<file path="config.mk">
export PLATFORM = sky130hd
export DESIGN_NAME = fspa_ram
export DESIGN_NICKNAME = d
export VERILOG_FILES = /design/src/fspa_ram.sv
export SDC_FILE = /design/constraint.sdc
export NUM_CORES = 1
export LEC_CHECK = 0
export ABC_AREA = 1
export BUFFER_PORTS_ARGS = -buffer_cell sky130_fd_sc_hd__buf_2
export CAP_MARGIN = 20
export CELL_PAD_IN_SITES_DETAIL_PLACEMENT = 0
export CELL_PAD_IN_SITES_GLOBAL_PLACEMENT = 1
export CORE_MARGIN = 2
export CORE_UTILIZATION = 33
export DETAILED_ROUTE_END_ITERATION = 8
export PLACE_DENSITY_LB_ADDON = 0.1
export SLEW_MARGIN = 10
export SYNTH_ARGS = -nofsm -noshare
export SYNTH_HDL_FRONTEND = slang
export SYNTH_SLANG_ARGS = --single-unit
</file>
<file path="constraint.sdc">
create_clock -name clock -period 1.5 [get_ports clock]
set_clock_uncertainty 0.1 [all_clocks]
set_input_delay 0.225 -clock clock [delete_from_list [all_inputs] [get_ports clock]]
set_output_delay 0.225 -clock clock [all_outputs]
set_load 0.02 [all_outputs]
</file>
<file path="src/fspa_ram.sv">
// Generic single-write, single-read RAM with registered read data.
module fspa_ram #(
   parameter int WIDTH = 8,
   parameter int DEPTH = 16
) (
   input  logic                     clock,
   input  logic                     wr_en,
   input  logic [$clog2(DEPTH)-1:0] wr_addr,
   input  logic [WIDTH-1:0]         wr_data,
   input  logic                     rd_en,
   input  logic [$clog2(DEPTH)-1:0] rd_addr,
   output logic [WIDTH-1:0]         rd_data
);

   logic [WIDTH-1:0] mem_ff [DEPTH];
   logic [WIDTH-1:0] rd_data_ff;

   always_ff @(posedge clock) begin
      if (wr_en) begin
         mem_ff[wr_addr] <= wr_data;
      end
      if (rd_en) begin
         rd_data_ff <= mem_ff[rd_addr];
      end
   end

   assign rd_data = rd_data_ff;

endmodule

</file>
==> flow_summary.toml <==
[global_routing]
grt.total_usage_pct = 17.03
grt_pass1_vias = 3615
antenna_found_initial = 0
grt_pass1_wl_um = 22490
grt_max_degree = 33
grt.overflow.total = 0

[placed_design]
placed_area_sq_mm = 0.006465
pre_cts_ws_ps = -115.3
hpwl_um = 9445
routabilityCongestion = 0.7696
port_buffers = 26

[route]
wl_per_cell_um = 17.51
viasPerCell = 4.520
route.detailed.drc = 0
via_count = 3797
detail_route.first_pass.iterations = 5
drtIter0Drc = 356
routed_wl_um = 14710
ant_nets = 0

[logic_synthesis]
synth_cell_types = 11
synth-seq-cells = 136
synth.avg_cell_area_sq_um = 10.61
synthArstFlopShare_pct = 0
yosys.area.top_type = "edfxtp_1"
mappedNetlistArea_sq_mm = 0.005847
yosys_warnings = 0
ys.flop_type = "edfxtp_1"
synth_seq_area_share_pct = 69.85
synth.area.top_cells = "edfxtp_1, nand2_1, nand3_1, inv_1, buf_6"
synth.most_common_cell = "nand2_1"
synth_cells = 551
netlist_top_cells_count = "nand2_1, edfxtp_1, inv_1, nand3_1, nor2_1"
syn_nets = 570
synth_edf_count = 136
yosys.area.top_type_share_pct = 69.85

[clocking]
clock_latency_ps = 410
cts_max_path_buffers = 2
cts_resized = 0
post-cts-setup-buffer-count = 0
ctsHoldBuffers = 0
htreeDepth = 4
clk_pin_slew_worst_paths_ps = 60
clock-sinks = 136
cts_root_buf = "clkbuf_16"
cts_made_buffers = 17
cts_tree = "done"

[cells_and_area]
fin_nets = 624
utilization_pct = 40.27
post-route-cell-area_sq_mm = 0.006965
diodes = 0
layout-drive-gt1-share_pct = 13.33
area_delta_synth_final_pct = 19.13

[timing]
finalWorstSetupSlack_ps = 160.7
hold_violations = 0
relSlewSlack_pct = 72.60
slew_viol_final = 0
tns_ps = 0
tightestPinTransition_ps = 411.1
finalSetupViolCount = 0
min_period_over_period_pct = 89.29
finalCriticalPeriod_ps = 1339
rsz0062_at_grt = "false"
clock.fmax_mhz = 746.7
hold_slack_ps = 91.05

[min_path]
min_path_type = "in -> reg"
hold_depth = 1

[worst_setup_path]
critical-path-max-stage-delay_ps = 420
path_depth = 1
crit_path_top_delay_cell = "edfxtp_1"
cp.arrival_ps = 1010
critPathMaxFanout = 1
rr_worst_depth = 6
required_ps = 1170
crit_family = "flip-flops"
cp_num_buf_inv = 1
path_class = "reg -> out"
cp-start-kind = "register"
critPathCaptureType = "output pin"
path_cells = "buf_2"

[pwr]
leakage_nw = 2.990
pwr-share-comb_pct = 7.2
seq_power_share_pct = 50.2
intPower_mw = 6.706
clkPwrFrac_pct = 42.6
powerDensity_mw_per_mm2 = 1231
p_sw_mw = 1.871
switching_share_pct = 21.81
irDropWorstVdd_mv = 0.8187

[status]
status = "completed"

[die]
die_w_um = 137.1
io-pin-count = 27
coreArea_sq_mm = 0.01730
die_h_um = 137.1
start_util_pct = 33.80
dieArea_sq_mm = 0.01880
rows = 48

[run]
max_cap_violations = 0
[path summary, 6_finish.rpt]
kind / slack [ps] / endpoint / from
worst max register to register: 210 / rd_data[7] / mem_ff[1][7]
worst max-delay path: 160 / rd_data[4] / rd_data[4]
worst min-delay path: 90 / rd_data[2] / rd_en
worst min register to register: 650 / rd_data[7] / mem_ff[14][7]
[stage by stage]
stage	cells	power, mW
global route	840	8.915
CTS	840	8.659
finish	840	8.577
floorplan	551	4.704
global placement	811	5.015
detailed placement	811	5.012
[power by group through the flow]
stage,clock [mW],sequential (mW),combinational (mW)
2_1_floorplan,0,4.40,0.300
3_3_place_gp,0,4.39,0.627
3_5_place_dp,0,4.39,0.624
4_1_cts,3.72,4.31,0.626
5_1_grt,3.92,4.31,0.681
6_report,3.65,4.31,0.614
[kinds of logic (layout without fill, tap and decap cells)]
logic type / count (synthesis) / after routing / share of synthesized area [%]
buffers and inverters: 126 / 190 / 9.394
and+or+nand+nor: 289 / 289 / 20.76
DFF: 136 / 136 / 69.85
[routing by layer]
layer / wire (um) / vias up / track usage (%)
li1: - / 1887 / -
met1: 7099 / 1812 / 24.32
met2: 6729 / 81 / 25.57
met3: 626 / 17 / 4.296
met4: 255 / 0 / 5.040
met5: 0 / - / 0
[sequential cells by signal, indices dropped and copies added (netlist names)]
| signal | flops |
|---|---|
| rd_data | 8 |
| mem_ff | 128 |
[layout make-up]
type / count / area [sq um]
multi-input combinational: 289 / 1214
sequential: 136 / 4084
inverter: 102 / 382.9
tap: 225 / 281.5
clock inverter: 7 / 56.30
fill: 1693 / 10330
timing repair buffer: 59 / 503.0
clock buffer: 22 / 444.2
[layout by cell type, fill, tap and decap left out, types with 5 or more instances in the layout]
master     Yosys  layout
nand2_1      173     173
edfxtp_1     136     136
inv_1        100     100
nand3_1       97      97
buf_2         13      26
buf_4          4      23
nor2_1        17      17
clkbuf_16      0      17
buf_12         0      10
clkbuf_1       0       5
No activity file was read; power rests on OpenSTA's default activity.
