<file path="src/fspa_pkg.sv">
// Shared constants, codes and types of the fixed-slot pool allocator.
package fspa_pkg;

   localparam int MAX_SLOTS = 1024;
   localparam int ADDR_BITS = 48;

   // Fixed field widths.
   localparam int SIZE_BITS     = 17;
   localparam int ALIGN_BITS    = 13;
   localparam int CNT_REG_BITS  = 11;
   localparam int KIND_BITS     = 2;
   localparam int STATUS_BITS   = 3;
   localparam int CSR_DATA_BITS = 64;
   localparam int CSR_ADDR_BITS = 5;
   localparam int REG_IDX_BITS  = 2;

   localparam int IDX_BITS   = (MAX_SLOTS > 1) ? $clog2(MAX_SLOTS) : 1;
   localparam int COUNT_BITS = $clog2(MAX_SLOTS + 1);
   localparam int PROD_BITS  = IDX_BITS + SIZE_BITS;

   // Pool span never exceeds 65536 * MAX_SLOTS bytes.
   localparam int OFF_BITS = SIZE_BITS - 1 + IDX_BITS;
   localparam int DIV_BITS = (ADDR_BITS < OFF_BITS) ? ADDR_BITS : OFF_BITS;
   localparam int CMP_BITS = (DIV_BITS > COUNT_BITS) ? DIV_BITS : COUNT_BITS;
   localparam int DIV_CNT_BITS = $clog2(DIV_BITS + 1);

   localparam int SLOT_MIN = 8;
   localparam int SLOT_MAX = 65536;

   localparam int RST_SLOT_SIZE = 64;
   localparam int RST_ALIGN     = 8;
   localparam int RST_COUNT     = 1024;
   localparam int RST_EFF_COUNT = (RST_COUNT > MAX_SLOTS) ? MAX_SLOTS : RST_COUNT;

   localparam logic [KIND_BITS-1:0] KIND_ALLOC = 2'd0;
   localparam logic [KIND_BITS-1:0] KIND_FREE  = 2'd1;
   localparam logic [KIND_BITS-1:0] KIND_QUERY = 2'd2;

   localparam logic [STATUS_BITS-1:0] STAT_OK        = 3'd0;
   localparam logic [STATUS_BITS-1:0] STAT_EXHAUSTED = 3'd1;
   localparam logic [STATUS_BITS-1:0] STAT_BAD_REQ   = 3'd2;
   localparam logic [STATUS_BITS-1:0] STAT_NOT_OWNED = 3'd3;
   localparam logic [STATUS_BITS-1:0] STAT_NULL      = 3'd4;

   localparam logic [REG_IDX_BITS-1:0] REG_BASE  = 2'd0;
   localparam logic [REG_IDX_BITS-1:0] REG_SIZE  = 2'd1;
   localparam logic [REG_IDX_BITS-1:0] REG_ALIGN = 2'd2;
   localparam logic [REG_IDX_BITS-1:0] REG_COUNT = 2'd3;

   // Effective pool geometry after clamping and padding.
   typedef struct packed {
      logic [ADDR_BITS-1:0]  base;
      logic [SIZE_BITS-1:0]  slot_bytes;
      logic [ALIGN_BITS-1:0] align;
      logic [COUNT_BITS-1:0] count;
   } cfg_type;

   typedef struct packed {
      logic                done;
      logic [DIV_BITS-1:0] quo;
      logic                rem_zero;
   } div_res_type;

endpackage

</file>
<file path="src/fspa_csr.sv">
// Configuration registers and effective pool geometry.
module fspa_csr (
   input  logic                                clock,
   input  logic                                reset,
   input  logic                                psel,
   input  logic                                penable,
   input  logic                                pwrite,
   input  logic [fspa_pkg::CSR_ADDR_BITS-1:0]  paddr,
   input  logic [fspa_pkg::CSR_DATA_BITS-1:0]  pwdata,
   output logic [fspa_pkg::CSR_DATA_BITS-1:0]  prdata,
   output logic                                pready,
   output fspa_pkg::cfg_type                   cfg,
   output logic                                rebuild
);

   logic [fspa_pkg::ADDR_BITS-1:0]    base_ff, base_in;
   logic [fspa_pkg::SIZE_BITS-1:0]    size_ff, size_in;
   logic [fspa_pkg::ALIGN_BITS-1:0]   align_ff, align_in;
   logic [fspa_pkg::CNT_REG_BITS-1:0] count_ff, count_in;
   logic                              rebuild_ff, rebuild_in;

   logic                                wr_hit;
   logic [fspa_pkg::REG_IDX_BITS-1:0]   reg_idx;
   logic [fspa_pkg::ALIGN_BITS-1:0]     eff_align;
   logic [fspa_pkg::SIZE_BITS-1:0]      raw_clamped;
   logic [fspa_pkg::SIZE_BITS-1:0]      align_wide;
   logic [fspa_pkg::SIZE_BITS-1:0]      padded;
   logic [fspa_pkg::COUNT_BITS-1:0]     eff_count;

   assign pready  = 1'b1;
   assign wr_hit  = psel && penable && pwrite;
   assign reg_idx = paddr[fspa_pkg::CSR_ADDR_BITS-1:3];

   always_comb begin
      base_in    = base_ff;
      size_in    = size_ff;
      align_in   = align_ff;
      count_in   = count_ff;
      rebuild_in = 1'b0;
      if (wr_hit) begin
         rebuild_in = 1'b1;
         case (reg_idx)
            fspa_pkg::REG_BASE:  base_in  = pwdata[fspa_pkg::ADDR_BITS-1:0];
            fspa_pkg::REG_SIZE:  size_in  = pwdata[fspa_pkg::SIZE_BITS-1:0];
            fspa_pkg::REG_ALIGN: align_in = pwdata[fspa_pkg::ALIGN_BITS-1:0];
            fspa_pkg::REG_COUNT: count_in = pwdata[fspa_pkg::CNT_REG_BITS-1:0];
            default:             rebuild_in = 1'b0;
         endcase
      end
   end

   always_comb begin
      case (reg_idx)
         fspa_pkg::REG_BASE:  prdata = fspa_pkg::CSR_DATA_BITS'(base_ff);
         fspa_pkg::REG_SIZE:  prdata = fspa_pkg::CSR_DATA_BITS'(size_ff);
         fspa_pkg::REG_ALIGN: prdata = fspa_pkg::CSR_DATA_BITS'(align_ff);
         fspa_pkg::REG_COUNT: prdata = fspa_pkg::CSR_DATA_BITS'(count_ff);
         default:             prdata = '0;
      endcase
   end

   // Alignment: highest set bit, zero counts as one.
   always_comb begin
      eff_align = fspa_pkg::ALIGN_BITS'(1);
      for (int i = 0; i < fspa_pkg::ALIGN_BITS; i++) begin
         if (align_ff[i]) begin
            eff_align = fspa_pkg::ALIGN_BITS'(1) << i;
         end
      end
   end

   always_comb begin
      if (size_ff < fspa_pkg::SIZE_BITS'(fspa_pkg::SLOT_MIN)) begin
         raw_clamped = fspa_pkg::SIZE_BITS'(fspa_pkg::SLOT_MIN);
      end else if (size_ff > fspa_pkg::SIZE_BITS'(fspa_pkg::SLOT_MAX)) begin
         raw_clamped = fspa_pkg::SIZE_BITS'(fspa_pkg::SLOT_MAX);
      end else begin
         raw_clamped = size_ff;
      end
      align_wide = fspa_pkg::SIZE_BITS'(eff_align);
      padded     = (raw_clamped + align_wide - fspa_pkg::SIZE_BITS'(1))
                   & ~(align_wide - fspa_pkg::SIZE_BITS'(1));
   end

   always_comb begin
      if (count_ff == '0) begin
         eff_count = fspa_pkg::COUNT_BITS'(1);
      end else if (32'(count_ff) > fspa_pkg::MAX_SLOTS) begin
         eff_count = fspa_pkg::COUNT_BITS'(fspa_pkg::MAX_SLOTS);
      end else begin
         eff_count = fspa_pkg::COUNT_BITS'(count_ff);
      end
   end

   assign cfg.base       = base_ff;
   assign cfg.slot_bytes = padded;
   assign cfg.align      = eff_align;
   assign cfg.count      = eff_count;
   assign rebuild        = rebuild_ff;

   always_ff @(posedge clock) begin
      if (reset) begin
         base_ff    <= '0;
         size_ff    <= fspa_pkg::SIZE_BITS'(fspa_pkg::RST_SLOT_SIZE);
         align_ff   <= fspa_pkg::ALIGN_BITS'(fspa_pkg::RST_ALIGN);
         count_ff   <= fspa_pkg::CNT_REG_BITS'(fspa_pkg::RST_COUNT);
         rebuild_ff <= 1'b0;
      end else begin
         base_ff    <= base_in;
         size_ff    <= size_in;
         align_ff   <= align_in;
         count_ff   <= count_in;
         rebuild_ff <= rebuild_in;
      end
   end

endmodule

</file>
<file path="config.mk">
export PLATFORM = sky130hd
export DESIGN_NAME = fspa_csr
export DESIGN_NICKNAME = d
export VERILOG_FILES = /design/src/fspa_pkg.sv /design/src/fspa_csr.sv
export SDC_FILE = /design/constraint.sdc
export NUM_CORES = 1
export LEC_CHECK = 0
export ABC_CLOCK_PERIOD_IN_PS = 4100
export BUFFER_PORTS_ARGS = -buffer_cell sky130_fd_sc_hd__buf_2
export CORE_MARGIN = 2
export CORE_UTILIZATION = 41
export DETAILED_ROUTE_END_ITERATION = 6
export PLACE_DENSITY = 0.71
export SYNTH_ARGS = -nofsm -noshare
export SYNTH_HDL_FRONTEND = slang
export SYNTH_SLANG_ARGS = --single-unit
</file>
<file path="constraint.sdc">
create_clock -name clock -period 4.1 [get_ports clock]
set_clock_uncertainty 0.2 [all_clocks]
set_input_delay 0.615 -clock clock [delete_from_list [all_inputs] [get_ports clock]]
set_output_delay 0.615 -clock clock [all_outputs]
set_load 0.02 [all_outputs]
</file>
==> reports/metrics.csv <==
stage,metric,value,unit
sta,RSZ-0062 raised after global routing,yes,
setup_path,CP max FO,4,
sta,"Slew Viols, Final",0,
setup_path,startpoint types,register,
final_layout,multi-input logic area,3560,um^2
clock_network,CTS buffer count,9,
synthesis,Mapped Cells,724,
sta,Worst Tran Pin Value,0.965,ns
synthesis,share of the synthesized area in the top cell type,0.331,
clock_network,CTS max path bufs,2,
synthesis,Post-synth EDFFs,0,
synthesis,Synth async-reset ratio,0,
run,Max Cap Viol,0,
pwr,Static Leak,3.63,nW
detailed_routing,Post-Route WL,16300,um
setup_path,delay of the slowest critical-path stage,0.41,ns
sta,Max-slew headroom,0.354,
global_route,GR Overflow Total,0,
global_route,vias in the first global route,5200,
placed_design,port buffer count,192,
sta,Final Cycle Share,1.02,
clock_network,clk sinks,90,
global_route,initial antenna violation count,0,
global_route,GRT Total Usage,0.224,
global_route,largest net degree at the start of global routing,49,
sta,setup ws final,-0.0659,ns
synthesis,post-synthesis sequential area ratio,0.331,
floorplanning,die height,119,um
synthesis,Mean Syn Cell Area,7.51,um^2
detailed_routing,Starting DRT DRC Count,358,
placed_design,GPL Wtd Cong,0.896,
synthesis,Post-synth top flop,dfxtp_1,
final_layout,FF/Latch Area,1810,um^2
clock_network,clk_lat worst skew,0.33,ns
sta,Final min period,4.17,ns
floorplanning,num rows,42,
worst_hold_path,Hold Path Class,reg2reg,
final_layout,Layout Cells excl Fill,1119,
setup_path,Worst path slowest cell,fa_2,
setup_path,Buf/Inv on CP,4,
run_status,violated checks,setup timing,
detailed_routing,DR DRC count,0,
final_layout,fill cell count,1235,
global_route,first-pass GRT wire length,25800,um
floorplanning,Die Wd,119,um
final_layout,area added between synthesis and finish,37.1,%
pwr,overall power,2.19,mW
synthesis,largest cells by area after synthesis,"dfxtp_1, nand2_1, a21oi_1",
sta,Hold Fails Final Rpt,0,
final_layout,share of layout cells above drive strength 1,0.349,
sta,fmax,240,MHz
synthesis,leading cell type by number of instances after synthesis,nand2_1,
setup_path,Critical Path AT,3.35,ns
final_layout,"Core Util, Final",0.570,
setup_path,Crit Path Class,reg2out,
floorplanning,starting density of the core,0.416,
sta,final setup vio count,7,
pwr,P per Cell Area,294,nW/um^2
synthesis,Post-synth top cells,"nand2_1, dfxtp_1, a21oi_1, inv_1, nor2_1",
setup_path,critical-path cell list,nor4_4 > and4_4 > buf_6 > nor2_4 > nand2_2 > ha_4 > inv_4 > ha_4 > inv_2 > fa_2 > nor2b_4 > o2111ai_2 > o211ai_1 > a21oi_1 > mux2_4 > buf_6,
final_layout,Final nets,1040,
sta,WHS,0.264,ns
clock_network,CTS tree,done,
placed_design,dpl cells,1091,
synthesis,Synth cell types,53,
setup_path,Critical Path RT,3.28,ns
detailed_routing,via/cell ratio,4.97,
clock_network,CTS Root Cell,clkbuf_16,
floorplanning,I/O pin total,229,
synthesis,"Cell Area, Synth",5440,um^2
clock_network,clk slew on worst S/H paths,0.06,ns
detailed_routing,Routed Antenna Nets,0,
detailed_routing,Via Count,5565,
clock_network,H-tree lvl count,3,
synthesis,Synth Register Bits,90,
synthesis,yosys warns,0,
setup_path,CP top delay family,simple AND/OR/NAND/NOR gates,
setup_path,Crit. End Element,output pin,
detailed_routing,Initial DRT Pass Iterations,4,
placed_design,dpl ws,0.0424,ns
placed_design,HPWL after detailed placement,11800,um
pwr,Worst VDD drop,0.192,mV
floorplanning,core box area,13100,um^2
detailed_routing,DR WL/cell,14.5,um
synthesis,cell taking the most area after synthesis,dfxtp_1,
run_status,outcome,"finished, violations left",
floorplanning,die area,14200,um^2
-- where the power goes --
group          internal [mW]  switching [mW]  leakage [nW]
Combinational          0.198           0.255          2.75
Clock                  0.509           0.331         0.150
Sequential             0.885          0.0119         0.730
Total                   1.59           0.598          3.63
-- metrics by stage --
stage          setup TNS (ns)  cell area [um^2]
6_report               -0.211              7460
2_1_floorplan               0              5500
5_1_grt                 -1.30              7450
3_5_place_dp                0              6690
3_3_place_gp                0              6690
4_1_cts                -0.215              7290
-- timing repair --
action                                  4_1_cts  5_1_grt
setup buffers                                 8        3
cloned                                        0        0
pin swaps                                    20       23
resized for setup                            46       35
endpoints found under the setup margin       12       11
hold endpoints to repair                      0        0
hold buffers                                  0        0
-- cells by family after synthesis --
kind of cell | Yosys count | synth area share
AND/OR/NAND/NOR | 336 | 0.285
AO/OA/AOI/OAI | 131 | 0.139
buffers and inverters | 100 | 0.0853
flip-flops | 90 | 0.331
adder cells (fa/ha/maj) | 29 | 0.0681
multiplexers | 29 | 0.0789
XOR/XNOR | 7 | 0.0113
other | 2 | 0.00138
-- area by class of cell --
| class | instances | share of cell area |
|---|---|---|
| Antenna cell | 1 | 0.000336 |
| Multi-Input combinational cell | 549 | 0.478 |
| Tap cell | 176 | 0.0295 |
| Clock inverter | 3 | 0.00638 |
| Timing Repair Buffer | 243 | 0.185 |
| Inverter | 44 | 0.0225 |
| Clock buffer | 13 | 0.0349 |
| Sequential cell | 90 | 0.243 |
-- registers in the layout, indices dropped and copies added (netlist names) --
register / count
base_ff: 48
rebuild: 1
size_ff: 17
count_ff: 11
align_ff: 13
-- worst min-delay path: cells and delay by family, from the launching register on --
family | cells | cell delay, ns
AND/OR/NAND/NOR | 1 | 0.05
AO/OA/AOI/OAI | 1 | 0.05
flip-flops | 1 | 0.31
-- routing by layer --
| layer | wire length, um | vias to the layer above | GRT usage |
|---|---|---|---|
| met5 | 0 | - | 0 |
| met2 | 7890 | 188 | 0.386 |
| met4 | 170 | 0 | 0.0647 |
| met3 | 1060 | 14 | 0.0326 |
| li1 | - | 2792 | - |
| met1 | 7150 | 2571 | 0.291 |
-- cells in the final DEF, fill, tap and decap left out, drive strengths merged, types with 9 or more instances in the layout --
| master | Yosys | layout |
|---|---|---|
| conb | 2 | 17 |
| o21ai | 9 | 9 |
| clkbuf | 26 | 13 |
| inv | 44 | 44 |
| a21oi | 88 | 88 |
| nand3 | 13 | 13 |
| buf | 30 | 243 |
| nand2 | 185 | 185 |
| nor2 | 42 | 42 |
| ha | 28 | 28 |
| mux4 | 11 | 11 |
| and2 | 39 | 39 |
| nor3 | 13 | 13 |
| mux2i | 17 | 17 |
| nor2b | 13 | 13 |
| dfxtp | 90 | 90 |
-- final timing paths --
path | start | end | slack [ns] | cells after the start
worst min register to register | base_ff[23] | base_ff[23] | 0.26 | 2
worst min-delay path | base_ff[23] | base_ff[23] | 0.26 | 2
worst max register to register | size_ff[16] | size_ff[16] | 2.81 | 3
worst max-delay path | size_ff[4] | cfg[35] | -0.07 | 16
No activity file was read; power rests on OpenSTA's default activity.
