[src/fspa_pkg.sv]
// Shared constants, codes and types of the fixed-slot pool allocator.
package fspa_pkg;

   localparam int MAX_SLOTS = 1024;
   localparam int ADDR_BITS = 48;

   // Fixed field widths.
   localparam int SIZE_BITS     = 17;
   localparam int ALIGN_BITS    = 13;
   localparam int CNT_REG_BITS  = 11;
   localparam int KIND_BITS     = 2;
   localparam int STATUS_BITS   = 3;
   localparam int CSR_DATA_BITS = 64;
   localparam int CSR_ADDR_BITS = 5;
   localparam int REG_IDX_BITS  = 2;

   localparam int IDX_BITS   = (MAX_SLOTS > 1) ? $clog2(MAX_SLOTS) : 1;
   localparam int COUNT_BITS = $clog2(MAX_SLOTS + 1);
   localparam int PROD_BITS  = IDX_BITS + SIZE_BITS;

   // Pool span never exceeds 65536 * MAX_SLOTS bytes.
   localparam int OFF_BITS = SIZE_BITS - 1 + IDX_BITS;
   localparam int DIV_BITS = (ADDR_BITS < OFF_BITS) ? ADDR_BITS : OFF_BITS;
   localparam int CMP_BITS = (DIV_BITS > COUNT_BITS) ? DIV_BITS : COUNT_BITS;
   localparam int DIV_CNT_BITS = $clog2(DIV_BITS + 1);

   localparam int SLOT_MIN = 8;
   localparam int SLOT_MAX = 65536;

   localparam int RST_SLOT_SIZE = 64;
   localparam int RST_ALIGN     = 8;
   localparam int RST_COUNT     = 1024;
   localparam int RST_EFF_COUNT = (RST_COUNT > MAX_SLOTS) ? MAX_SLOTS : RST_COUNT;

   localparam logic [KIND_BITS-1:0] KIND_ALLOC = 2'd0;
   localparam logic [KIND_BITS-1:0] KIND_FREE  = 2'd1;
   localparam logic [KIND_BITS-1:0] KIND_QUERY = 2'd2;

   localparam logic [STATUS_BITS-1:0] STAT_OK        = 3'd0;
   localparam logic [STATUS_BITS-1:0] STAT_EXHAUSTED = 3'd1;
   localparam logic [STATUS_BITS-1:0] STAT_BAD_REQ   = 3'd2;
   localparam logic [STATUS_BITS-1:0] STAT_NOT_OWNED = 3'd3;
   localparam logic [STATUS_BITS-1:0] STAT_NULL      = 3'd4;

   localparam logic [REG_IDX_BITS-1:0] REG_BASE  = 2'd0;
   localparam logic [REG_IDX_BITS-1:0] REG_SIZE  = 2'd1;
   localparam logic [REG_IDX_BITS-1:0] REG_ALIGN = 2'd2;
   localparam logic [REG_IDX_BITS-1:0] REG_COUNT = 2'd3;

   // Effective pool geometry after clamping and padding.
   typedef struct packed {
      logic [ADDR_BITS-1:0]  base;
      logic [SIZE_BITS-1:0]  slot_bytes;
      logic [ALIGN_BITS-1:0] align;
      logic [COUNT_BITS-1:0] count;
   } cfg_type;

   typedef struct packed {
      logic                done;
      logic [DIV_BITS-1:0] quo;
      logic                rem_zero;
   } div_res_type;

endpackage

[src/fspa_divider.sv]
// Radix-2 restoring divider: slot offset over slot size, one quotient bit a cycle.
module fspa_divider (
   input  logic                           clock,
   input  logic                           reset,
   input  logic                           start,
   input  logic [fspa_pkg::DIV_BITS-1:0]  dividend,
   input  logic [fspa_pkg::SIZE_BITS-1:0] divisor,
   output fspa_pkg::div_res_type          result
);

   logic [fspa_pkg::SIZE_BITS-1:0]    rem_ff, rem_in;
   logic [fspa_pkg::DIV_BITS-1:0]     quo_ff, quo_in;
   logic [fspa_pkg::SIZE_BITS-1:0]    dvsr_ff, dvsr_in;
   logic [fspa_pkg::DIV_CNT_BITS-1:0] cnt_ff, cnt_in;
   logic                              busy_ff, busy_in;
   logic                              done_ff, done_in;

   logic [fspa_pkg::SIZE_BITS:0] trial;
   logic [fspa_pkg::SIZE_BITS:0] diff;

   // Quotient register doubles as the dividend shifter.
   assign trial = {rem_ff, quo_ff[fspa_pkg::DIV_BITS-1]};
   assign diff  = trial - {1'b0, dvsr_ff};

   always_comb begin
      rem_in  = rem_ff;
      quo_in  = quo_ff;
      dvsr_in = dvsr_ff;
      cnt_in  = cnt_ff;
      busy_in = busy_ff;
      done_in = 1'b0;
      if (start) begin
         rem_in  = '0;
         quo_in  = dividend;
         dvsr_in = divisor;
         cnt_in  = fspa_pkg::DIV_CNT_BITS'(fspa_pkg::DIV_BITS);
         busy_in = 1'b1;
      end else if (busy_ff) begin
         if (!diff[fspa_pkg::SIZE_BITS]) begin
            rem_in = diff[fspa_pkg::SIZE_BITS-1:0];
            quo_in = {quo_ff[fspa_pkg::DIV_BITS-2:0], 1'b1};
         end else begin
            rem_in = trial[fspa_pkg::SIZE_BITS-1:0];
            quo_in = {quo_ff[fspa_pkg::DIV_BITS-2:0], 1'b0};
         end
         cnt_in = cnt_ff - fspa_pkg::DIV_CNT_BITS'(1);
         if (cnt_ff == fspa_pkg::DIV_CNT_BITS'(1)) begin
            busy_in = 1'b0;
            done_in = 1'b1;
         end
      end
   end

   assign result.done     = done_ff;
   assign result.quo      = quo_ff;
   assign result.rem_zero = (rem_ff == '0);

   always_ff @(posedge clock) begin
      if (reset) begin
         busy_ff <= 1'b0;
         done_ff <= 1'b0;
         cnt_ff  <= '0;
      end else begin
         busy_ff <= busy_in;
         done_ff <= done_in;
         cnt_ff  <= cnt_in;
      end
      rem_ff  <= rem_in;
      quo_ff  <= quo_in;
      dvsr_ff <= dvsr_in;
   end

endmodule

[config.mk]
export PLATFORM = sky130hd
export DESIGN_NAME = fspa_divider
export DESIGN_NICKNAME = d
export VERILOG_FILES = /design/src/fspa_pkg.sv /design/src/fspa_divider.sv
export SDC_FILE = /design/constraint.sdc
export NUM_CORES = 1
export LEC_CHECK = 0
export BUFFER_PORTS_ARGS = -buffer_cell sky130_fd_sc_hd__buf_2
export CAP_MARGIN = 5
export CORE_ASPECT_RATIO = 1.2
export CORE_MARGIN = 5
export CORE_UTILIZATION = 30
export CTS_BUF_LIST = sky130_fd_sc_hd__clkbuf_8
export CTS_CLUSTER_DIAMETER = 50
export DETAILED_ROUTE_END_ITERATION = 8
export GPL_ROUTABILITY_DRIVEN = 1
export PLACE_DENSITY_LB_ADDON = 0.1
export SLEW_MARGIN = 10
export SYNTH_ARGS = -nofsm -noshare
export SYNTH_HDL_FRONTEND = slang
export SYNTH_SLANG_ARGS = --single-unit
[constraint.sdc]
create_clock -name clock -period 2.6 [get_ports clock]
set_input_delay 0.13 -clock clock [delete_from_list [all_inputs] [get_ports clock]]
set_output_delay 0.13 -clock clock [all_outputs]
set_load 0.01 [all_outputs]
==> flow_metrics.env, run 1 <==
export IMPL_place_congestion=0.8188
export IMPL_ctsRootBufferMaster="clkbuf_8"
export IMPL_synth_edf_count=43
export IMPL_ys_ff_latch=67
export IMPL_ys_top_cells_by_area="edfxtp_1 36%, dfxtp_1 13%, mux2_2 7.8%"
export IMPL_fin_crit_sh_pct=95.98
export IMPL_finalSetupViolCount=0
export IMPL_drt_wl_total_um=9303
export IMPL_drt_first_iter_violations=91
export IMPL_r2r_cells=8
export IMPL_min_path_cells=2
export IMPL_die_width_um=110.3
export IMPL_crit_path_max_fanout=4
export IMPL_timing_max_cap_violations=0
export IMPL_start_util_pct=30.30
export IMPL_syn_avg_cell_area_um2=10.71
export IMPL_run_status="finished clean"
export IMPL_powerDensity_nw_per_um2=576.1
export IMPL_timing_setup_tns_ps=0
export IMPL_syn_num_nets=404
export IMPL_hold_class="primary input to flip-flop"
export IMPL_fp_dieH_um=130.3
export IMPL_grt_use_total_pct=13.31
export IMPL_syn_inst=338
export IMPL_min_delay_worst_endpoint="cnt_ff[4]"
export IMPL_syn_to_final_growth_pct=30.63
export IMPL_yosysUniqueCellTypes=51
export IMPL_vias_per_cell=4.912
export IMPL_port_buffers=73
export IMPL_clkSlewWorstSetupHoldPaths_ps=70
export IMPL_drc=0
export IMPL_grt_pass1_vias=2924
export IMPL_antenna_found_initial=0
export IMPL_tightest_slew_ps=809.8
export IMPL_rsz0062_at_grt="true"
export IMPL_min_from="reset"
export IMPL_slew_headroom_pct=45.82
export IMPL_r2r_start="rem_ff[2]"
export IMPL_fillerInstances=1185
export IMPL_start_kind="flip-flop"
export IMPL_grt_remaining_overflow=0
export IMPL_first_pass_iters=6
export IMPL_synthFlopType="edfxtp_1"
export IMPL_ant_nets=0
export IMPL_clk_latency_ps=340
export IMPL_endpoint_kind="flip-flop"
export IMPL_dieArea_um2=14370
export IMPL_grt_max_degree=37
export IMPL_grt_pass1_wl_um=14390
export IMPL_cts_buffer_depth=2
export IMPL_hold_slack_ps=54.97
export IMPL_rr_endpoint="rem_ff[11]"
export IMPL_rrSetupSlack_ps=100
export IMPL_hold_viol_final=0
export IMPL_async_flop_share_pct=0
export IMPL_cp_required_ps=2850
export IMPL_drv_slew=0
export IMPL_crit_arrival_ps=2750
export IMPL_rows=44
export IMPL_io_pins=74
export IMPL_clock_sinks=67
export IMPL_yosysTopAreaCell="edfxtp_1"
export IMPL_place_area_um2=4297
export IMPL_core_um2=11950
export IMPL_final_net_count=512
export IMPL_htreeDepth=3
export IMPL_min_period_ps=2495
export IMPL_numCtsBuffers=9
export IMPL_worstSetupPathType="flip-flop to flip-flop"
export IMPL_cellLeakagePower_nw=1.942
export IMPL_post_dp_hpwl_um=6792
export IMPL_wire_per_inst_um=15.20
export IMPL_ys_warnings_count=0
export IMPL_drive_above_1_share_pct=32.59
export IMPL_ir_worst_vdd_mv=0.3100
export IMPL_syn_area_um2=3620
export IMPL_n_antenna_cell=0
export IMPL_skew_ps=7.856
export IMPL_synth_top_area_share_pct=35.67
export IMPL_yosysSeqAreaShare_pct=48.95
export IMPL_stdcell_area_um2=4728
export IMPL_cts_tree="built"
export IMPL_max_freq_mhz=400.7
export IMPL_vias=3006
[worst max path at each step]
stage          startpoint  slack [ps]  depth (start not counted)    endpoint
2_1_floorplan  quo_ff[25]         170                          9  rem_ff[11]
3_3_place_gp    rem_ff[3]          80                          8  rem_ff[11]
3_5_place_dp    rem_ff[1]          60                          8  rem_ff[11]
4_1_cts         rem_ff[1]          20                          8  rem_ff[11]
5_1_grt        dvsr_ff[1]         -50                          9  rem_ff[11]
6_report        rem_ff[2]         100                          8  rem_ff[11]
[where the power goes]
part,total [mW],switching (mW),internal (mW),leakage (nW)
clock network,0.842,0.387,0.456,0.110
logic,0.594,0.317,0.278,1.21
registers,1.29,0.0533,1.23,0.625
[sequential cells by signal, summed over array words and instances, names as in the netlist]
| register | count |
|---|---|
| rem_ff | 17 |
| cnt_ff | 5 |
| busy_ff | 1 |
| dvsr_ff | 17 |
| done_ff | 1 |
| quo_ff | 26 |
[worst max-delay path, stage by stage, from the launching register on]
cell and delay, ps:
dfxtp_1 350, ha_1 360, o211ai_1 120, a21oi_2 200, o21ai_4 120, a2111oi_4 410, nor3_2 80, or4b_1 520
a311oi_1 240
[cells in the mapped netlist (2+ instances only)]
cell type and instances:
nand2_1 23, a21oi_1 21, o311ai_0 4, nand2b_1 9
inv_1 21, nor2_1 23, nand3_1 11, a21boi_0 2
o21ai_0 17, mux2_2 25, o211ai_1 14, nor4_1 5
buf_2 3, a211oi_1 2, nor3_1 6, xor2_1 10
ha_1 19, edfxtp_1 43, a311oi_1 7, dfxtp_1 24
and2_1 4, clkbuf_1 9, xnor2_1 5, a21o_1 3
o21a_1 2
[routing by layer]
metal | GRT usage [%] | vias to the layer above | wire [um]
li1 | - | 1480 | -
met1 | 15.90 | 1422 | 3985
met2 | 22.36 | 90 | 4593
met3 | 4.008 | 14 | 573
met4 | 5.217 | 0 | 150
met5 | 0 | - | 0
[layout by cell type (no fill, tap or decap), types with 11 or more instances in the layout]
master,instances
buf_2,73
edfxtp_1,43
mux2_2,25
inv_1,24
nor2_1,23
nand2_1,23
dfxtp_1,23
a21oi_1,20
buf_4,20
o21ai_0,17
dlygate4sd3_1,17
ha_1,15
o211ai_1,14
nand3_1,11
[layout make-up]
type                    instances  area (um2)  share of cell area (%)
multi-input cells             236        1780                   37.66
inverters                      21       78.83                   1.667
repair buffers                111       705.7                   14.92
well taps                     161       201.4                   4.260
flip-flops and latches         67        1773                   37.50
clock buffers                  10       137.6                   2.911
clock inverters                 6       51.30                   1.085
[kinds of logic after synthesis]
| kind of cell | after synthesis | share of synthesized area, % |
|---|---|---|
| XOR/XNOR | 15 | 3.629 |
| adder cells (fa/ha/maj) | 20 | 7.121 |
| AO/OA/AOI/OAI | 84 | 15.93 |
| flip-flops | 67 | 48.95 |
| buffers and inverters | 35 | 3.837 |
| AND/OR/NAND/NOR | 91 | 12.48 |
| multiplexers | 26 | 8.054 |
[metrics by stage]
| stage | total power, mW | utilization (%) | setup slack [ps] | instances |
|---|---|---|---|---|
| final | 2.724 | 39.58 | 104.6 | 612 |
| after global routing | 2.882 | 39.58 | -52.12 | 612 |
| after CTS | 2.749 | 38.97 | 25.00 | 612 |
| after detailed placement | 1.865 | 35.97 | 57.46 | 579 |
| after global placement | 1.870 | 35.97 | 78.29 | 579 |
| after floorplan | 1.642 | - | 172.8 | 338 |
[repair_timing]
action | in CTS | in global routing
hold buffers | 17 | 0
hold endpoints to repair | 17 | 0
gates resized for setup | 0 | 13
buffers inserted | 0 | 0
setup endpoints to repair | 0 | 11
Power figures use the tool's default switching activity.
==> run 2: changes to the inputs <==
Settings changed: ABC_AREA from default to 1.
==> run 2 against run 1 <==
Effect of this change: global-route usage up 0.71 points; largest power group unchanged; clock skew up 8.8 ps; clock power up 2%; utilization down 2.1 points; combinational power down 35%; total power down 8.2%; sequential share of layout area down 1.9 points; synthesized cell count up 55%; design area up 5.3%; die area up 12%; register-to-register slack better by 270 ps.
==> flow_metrics.env, run 2 <==
export IMPL_run_status="finished clean"
export IMPL_grt_use_total_pct=14.02
export IMPL_start_kind="flip-flop"
export IMPL_hold_class="primary input to flip-flop"
export IMPL_rsz0062_at_grt="false"
export IMPL_synth_common_cells="196 x nand2_1, 78 x inv_1, 43 x edfxtp_1, 41 x nand3_1, 24 x dfxtp_1"
export IMPL_start_util_pct=30.68
export IMPL_syn_area_um2=4079
export IMPL_syn_inst=524
export IMPL_rows=46
export IMPL_crit_path_top_delay_cell="fa_1"
export IMPL_drt_wl_total_um=10640
export IMPL_crit_family="adder cells"
export IMPL_stdcell_area_um2=4981
export IMPL_ys_top_cells_by_area="edfxtp_1 32%, nand2_1 18%, dfxtp_1 12%"
export IMPL_hold_viol_final=0
export IMPL_skew_ps=16.62
export IMPL_endpoint_kind="flip-flop"
export IMPL_cellLeakagePower_nw=2.589
export IMPL_grt_max_degree=37
export IMPL_yosysSeqAreaShare_pct=43.44
export IMPL_grt_pass1_vias=3531
export IMPL_slowest_delay_ps=420
export IMPL_ys_warnings_count=0
export IMPL_first_pass_iters=6
export IMPL_ys_ff_latch=67
export IMPL_ant_nets=0
export IMPL_tightest_slew_ps=488.5
export IMPL_vias_per_cell=4.444
export IMPL_clock_sinks=67
export IMPL_crit_buf_inv=1
export IMPL_post_dp_hpwl_um=8148
export IMPL_p_switching_uw=672.3
export IMPL_synth_most_common_cell="nand2_1"
export IMPL_p_total_mw=2.500
export IMPL_drive_above_1_share_pct=22.24
export IMPL_layout_commonest_cell="nand2_1"
export IMPL_yosysTopAreaCell="edfxtp_1"
export IMPL_cp_required_ps=2850
export IMPL_max_freq_mhz=450.1
export IMPL_final_cell_mix="196 x nand2_1, 81 x inv_1, 73 x buf_2, 43 x edfxtp_1, 41 x nand3_1"
export IMPL_critical_path_cell_chain="inv_1 -> ha_1 -> fa_1 -> o21ai_1 -> nand2_1 -> o21bai_1 -> nand2_1 -> nand2_1 -> nand2_1 -> nand2_1 -> nand2_2 -> nand3_2 -> nand2_1"
export IMPL_seq_power_share_pct=50.1
export IMPL_drt_first_iter_violations=127
export IMPL_port_buffers=73
export IMPL_syn_num_nets=590
export IMPL_largest_reg_flops=26
export IMPL_fp_dieH_um=137.7
export IMPL_synthFlopType="edfxtp_1"
export IMPL_final_net_count=686
export IMPL_numCtsBuffers=9
export IMPL_ctsRootBufferMaster="clkbuf_8"
export IMPL_pwr_share_clk_pct=34.4
export IMPL_dieArea_um2=16040
export IMPL_ir_worst_vdd_mv=0.3132
export IMPL_crit_path_start="quo_ff[25]"
export IMPL_die_width_um=116.4
export IMPL_yosysUniqueCellTypes=37
export IMPL_wire_per_inst_um=13.41
export IMPL_synth_edf_count=43
export IMPL_cts_buffer_depth=2
export IMPL_cpMostUsedCell="nand2_1"
export IMPL_clkSlewWorstSetupHoldPaths_ps=80
export IMPL_slew_headroom_pct=67.39
export IMPL_post_route_util_pct=37.46
export IMPL_powerDensity_nw_per_um2=501.9
export IMPL_crit_path_max_fanout=3
export IMPL_n_antenna_cell=0
export IMPL_timing_setup_tns_ps=0
export IMPL_core_um2=13300
export IMPL_place_area_um2=4612
export IMPL_r2r_start="quo_ff[25]"
export IMPL_drc=0
export IMPL_vias=3524
export IMPL_layout_cells_non_filler=793
export IMPL_top_regs="quo_ff: 26 flops, dvsr_ff: 17 flops, rem_ff: 17 flops"
export IMPL_timing_max_cap_violations=0
export IMPL_cts_resized=0
export IMPL_htreeDepth=3
export IMPL_cts_tree="built"
export IMPL_syn_to_final_growth_pct=22.12
export IMPL_synth_top_area_share_pct=31.66
export IMPL_p_sw_share_pct=26.89
export IMPL_io_pins=74
export IMPL_power_internal_mw=1.828
export IMPL_worstSetupPathType="flip-flop to flip-flop"
export IMPL_crit_arrival_ps=2470
export IMPL_largest_register="quo_ff"
export IMPL_grt_pass1_wl_um=17480
export IMPL_min_from="dividend[2]"
export IMPL_pwr_share_comb_pct=15.6
export IMPL_clk_latency_ps=350
export IMPL_min_period_ps=2222
export IMPL_drv_slew=0
export IMPL_finalSetupViolCount=0
export IMPL_async_flop_share_pct=0
export IMPL_antenna_found_initial=0
export IMPL_syn_avg_cell_area_um2=7.784
export IMPL_grt_remaining_overflow=0
export IMPL_place_congestion=0.8665
export IMPL_dp_cells=759
export IMPL_fin_crit_sh_pct=85.45
## run 2: cell count changes after synthesis, sizes merged, moves of 6 or more
cell / before / now
a21oi: 22 / 12
a311oi: 7 / 0
inv: 21 / 84
mux2: 25 / 0
nand2: 23 / 220
nand2b: 9 / 0
nand3: 11 / 53
o211ai: 14 / 1
o21ai: 19 / 4
xor2: 10 / 4
## run 2: path summary, 6_finish.rpt
| check | endpoint | slack (ps) | cells past startpoint |
|---|---|---|---|
| setup / recovery | rem_ff[10] | 380 | 13 |
| hold / removal | quo_ff[2] | 60 | 3 |
| setup reg to reg | rem_ff[10] | 380 | 13 |
| hold reg to reg | cnt_ff[4] | 470 | 2 |
## run 2: through the flow
step | setup WS (ps) | hold slack (ps)
after floorplan | 569.1 | 199.4
after global placement | 438.4 | 307.8
after detailed placement | 369.7 | 308.1
after CTS | 363.9 | 28.87
after global routing | 143.4 | 36.01
final | 378.4 | 56.24
## run 2: cells by family (layout without fill, tap and decap cells)
family                   count (synthesis)  in the layout  synth area share, %
AND/OR/NAND/NOR                        311            311                35.22
AO/OA/AOI/OAI                           22             22                3.405
flip-flops                              67             67                43.44
XOR/XNOR                                 9              9                1.932
buffers and inverters                   95            196                9.693
adder cells (fa/ha/maj)                 20             20                6.319
## run 2: final cells by class
class	instances	area [um2]
Clock buffer	10	137.6
Inverter	84	315.3
Tap cell	168	210.2
Timing Repair Buffer	96	583.1
Sequential cell	67	1772
Fill cell	1389	8314
Clock inverter	6	51.30
Multi-Input combinational cell	362	1912
## run 2: power by group through the flow
| stage | clock, mW | sequential [mW] | combinational (mW) |
|---|---|---|---|
| 2_1_floorplan | 0 | 1.29 | 0.204 |
| 3_3_place_gp | 0 | 1.28 | 0.374 |
| 3_5_place_dp | 0 | 1.27 | 0.373 |
| 4_1_cts | 0.904 | 1.25 | 0.395 |
| 5_1_grt | 0.945 | 1.26 | 0.438 |
| 6_report | 0.859 | 1.25 | 0.389 |
## run 2: per-layer routing
metal  routed length, um  global-route usage (%)  up-vias
li1                    -                       -     1853
met1                4904                   17.53     1577
met2                5034                   23.63       83
met3                 573                   3.735       11
met4                 124                   4.062        0
met5                   0                       0        -
## run 2: worst register-to-register path: stages, from the launching register on
cell and delay [ps]:
edfxtp_1 340, inv_1 50, ha_1 240, fa_1 420, o21ai_1 200, nand2_1 110, o21bai_1 280, nand2_1 120
nand2_1 80, nand2_1 50, nand2_1 70, nand2_2 60, nand3_2 60, nand2_1 40
## run 2: timing repair
item                                   4_1_cts  5_1_grt
hold buffers                                18        0
setup buffers                                0        0
endpoints found under the hold margin       20        0
==> run 3: changes to the inputs <==
Settings changed: CELL_PAD_IN_SITES_DETAIL_PLACEMENT from default to 1, CELL_PAD_IN_SITES_GLOBAL_PLACEMENT from default to 1.
==> run 3 against run 2 <==
Effect of this change: clock-buffer cell count is the same; utilization shrank 0.15 points; non-clock buffer count is the same; combinational power grew 2%; maximum frequency shrank 1.1%; design area shrank 0.40%; clock power shrank 9.5%; global-route usage grew 1.5 points; die area is the same; register-to-register slack lost 30 ps; flip-flop and latch count is the same; cell count is the same; critical path type unchanged; largest power group unchanged.
==> flow_metrics.env, run 3 (synthesis gave the netlist of run 2 again) <==
export IMPL_run_status="finished clean"
export IMPL_ir_worst_vdd_mv=0.3096
export IMPL_min_path_cells=3
export IMPL_grt_max_degree=38
export IMPL_hold_viol_final=0
export IMPL_grt_pass1_wl_um=19480
export IMPL_cts_buffer_depth=2
export IMPL_cellLeakagePower_nw=2.560
export IMPL_post_dp_hpwl_um=8977
export IMPL_max_freq_mhz=445.0
export IMPL_cts_setup_buffers=0
export IMPL_antenna_found_initial=0
export IMPL_first_pass_iters=4
export IMPL_grt_remaining_overflow=0
export IMPL_grt_pass1_vias=4036
export IMPL_drv_slew=0
export IMPL_io_pins=74
export IMPL_r2r_cells=13
export IMPL_start_util_pct=30.68
export IMPL_clock_sinks=67
export IMPL_n_antenna_cell=0
export IMPL_clkSlewWorstSetupHoldPaths_ps=80
export IMPL_ant_nets=0
export IMPL_final_cell_mix="196 x nand2_1, 78 x inv_1, 73 x buf_2, 43 x edfxtp_1, 41 x nand3_1"
export IMPL_top_regs="quo_ff: 26 flops, dvsr_ff: 17 flops, rem_ff: 17 flops"
export IMPL_finalSetupViolCount=0
export IMPL_cp_required_ps=2850
export IMPL_die_width_um=116.4
export IMPL_syn_to_final_growth_pct=21.63
export IMPL_worstSetupPathType="flip-flop to flip-flop"
export IMPL_tightest_slew_ps=521.9
export IMPL_multi_input_area_um2=1912
export IMPL_htreeDepth=3
export IMPL_clk_latency_ps=350
export IMPL_endpoint_kind="flip-flop"
export IMPL_place_congestion=0.8120
export IMPL_drive_above_1_share_pct=22.24
export IMPL_final_net_count=686
export IMPL_fp_dieH_um=137.7
export IMPL_drt_first_iter_violations=92
export IMPL_fillerInstances=1629
export IMPL_drt_wl_total_um=11570
export IMPL_powerDensity_nw_per_um2=488.8
export IMPL_critical_path_cell_chain="inv_1 -> ha_1 -> fa_1 -> o21ai_1 -> nand2_1 -> o21bai_1 -> nand2_1 -> nand2_1 -> nand2_1 -> nand2_1 -> nand2_2 -> nand3_2 -> nand2_1"
export IMPL_core_um2=13300
export IMPL_rows=46
export IMPL_dieArea_um2=16040
export IMPL_crit_path_max_fanout=3
export IMPL_cts_tree="built"
export IMPL_layout_cells_non_filler=793
export IMPL_timing_setup_tns_ps=0
export IMPL_timing_max_cap_violations=0
export IMPL_drc=0
export IMPL_skew_ps=9.404
export IMPL_vias=3608
export IMPL_numCtsBuffers=9
export IMPL_min_period_ps=2247
export IMPL_start_kind="flip-flop"
export IMPL_largest_register="quo_ff"
export IMPL_layout_commonest_cell="nand2_1"
export IMPL_rsz0062_at_grt="false"
export IMPL_crit_arrival_ps=2500
export IMPL_crit_path_top_delay_cell="fa_1"
export IMPL_ctsRootBufferMaster="clkbuf_8"
export IMPL_grt_use_total_pct=15.52
export IMPL_fin_crit_sh_pct=86.43
export IMPL_vias_per_cell=4.550
export IMPL_largest_reg_flops=26
export IMPL_final_seq_area_um2=1772
export IMPL_wire_per_inst_um=14.59
export IMPL_slew_headroom_pct=64.88
export IMPL_hold_class="primary input to flip-flop"
export IMPL_dp_cells=759
export IMPL_port_buffers=73
export IMPL_slowest_delay_ps=420
export IMPL_cpMostUsedCell="nand2_1"
-- run 3: cell count changes in the layout (fill, tap and decap cells not counted) --
cell        previous run  this run
bufinv_16              1         0
clkinv_1               0         3
clkinv_2               2         1
clkinvlp_4             0         2
inv_1                 81        78
-- run 3: what timing repair did --
action | CTS | global route
resized for setup | 0 | 0
hold buffers | 18 | 0
hold endpoints to repair | 20 | 0
endpoints found under the setup margin | 0 | 0
-- run 3: final timing paths --
kind / end / start / slack [ps]
worst max-delay path: rem_ff[14] / quo_ff[25] / 350
worst min-delay path: quo_ff[24] / dividend[24] / 50
worst max register to register: rem_ff[14] / quo_ff[25] / 350
worst min register to register: cnt_ff[4] / cnt_ff[4] / 480
-- run 3: worst max-delay path, delay by kind of cell (launching register included) --
kind	cells	cell delay, ps
AND/OR/NAND/NOR	8	590
flip-flops	1	340
AO/OA/AOI/OAI	2	480
adder cells (fa/ha/maj)	2	670
buffers and inverters	1	60
-- run 3: area by class of cell --
type / instances / area share, %
multi-input cells: 362 / 38.54
inverters: 84 / 6.356
repair buffers: 96 / 11.75
clock inverters: 6 / 0.6305
well taps: 168 / 4.237
flip-flops and latches: 67 / 35.71
clock buffers: 10 / 2.774
-- run 3: stage by stage --
| step | worst slack, ps | power, mW | instance area, um2 | utilization (%) | hold WS (ps) |
|---|---|---|---|---|---|
| 2_1_floorplan | 569.1 | 1.495 | 4079 | - | 199.4 |
| 3_3_place_gp | 437.4 | 1.650 | 4612 | 34.69 | 306.5 |
| 3_5_place_dp | 352.3 | 1.655 | 4612 | 34.69 | 308.5 |
| 4_1_cts | 328.2 | 2.475 | 4961 | 37.31 | 18.04 |
| 5_1_grt | 76.70 | 2.559 | 4961 | 37.31 | 31.66 |
| 6_report | 352.9 | 2.425 | 4961 | 37.31 | 48.21 |
-- run 3: where the power goes --
group / switching (mW) / internal, mW
Clock: 0.416 / 0.360
Combinational: 0.241 / 0.154
Sequential: 0.0355 / 1.22
-- run 3: per-layer routing --
| layer | part of all wire (%) | global-route usage (%) | wire [um] |
|---|---|---|---|
| met1 | 46 | 18.80 | 5299 |
| met5 | 0 | 0 | 0 |
| met4 | 1.7 | 5.158 | 201 |
| met2 | 48 | 26.81 | 5606 |
| met3 | 4.0 | 3.735 | 459 |
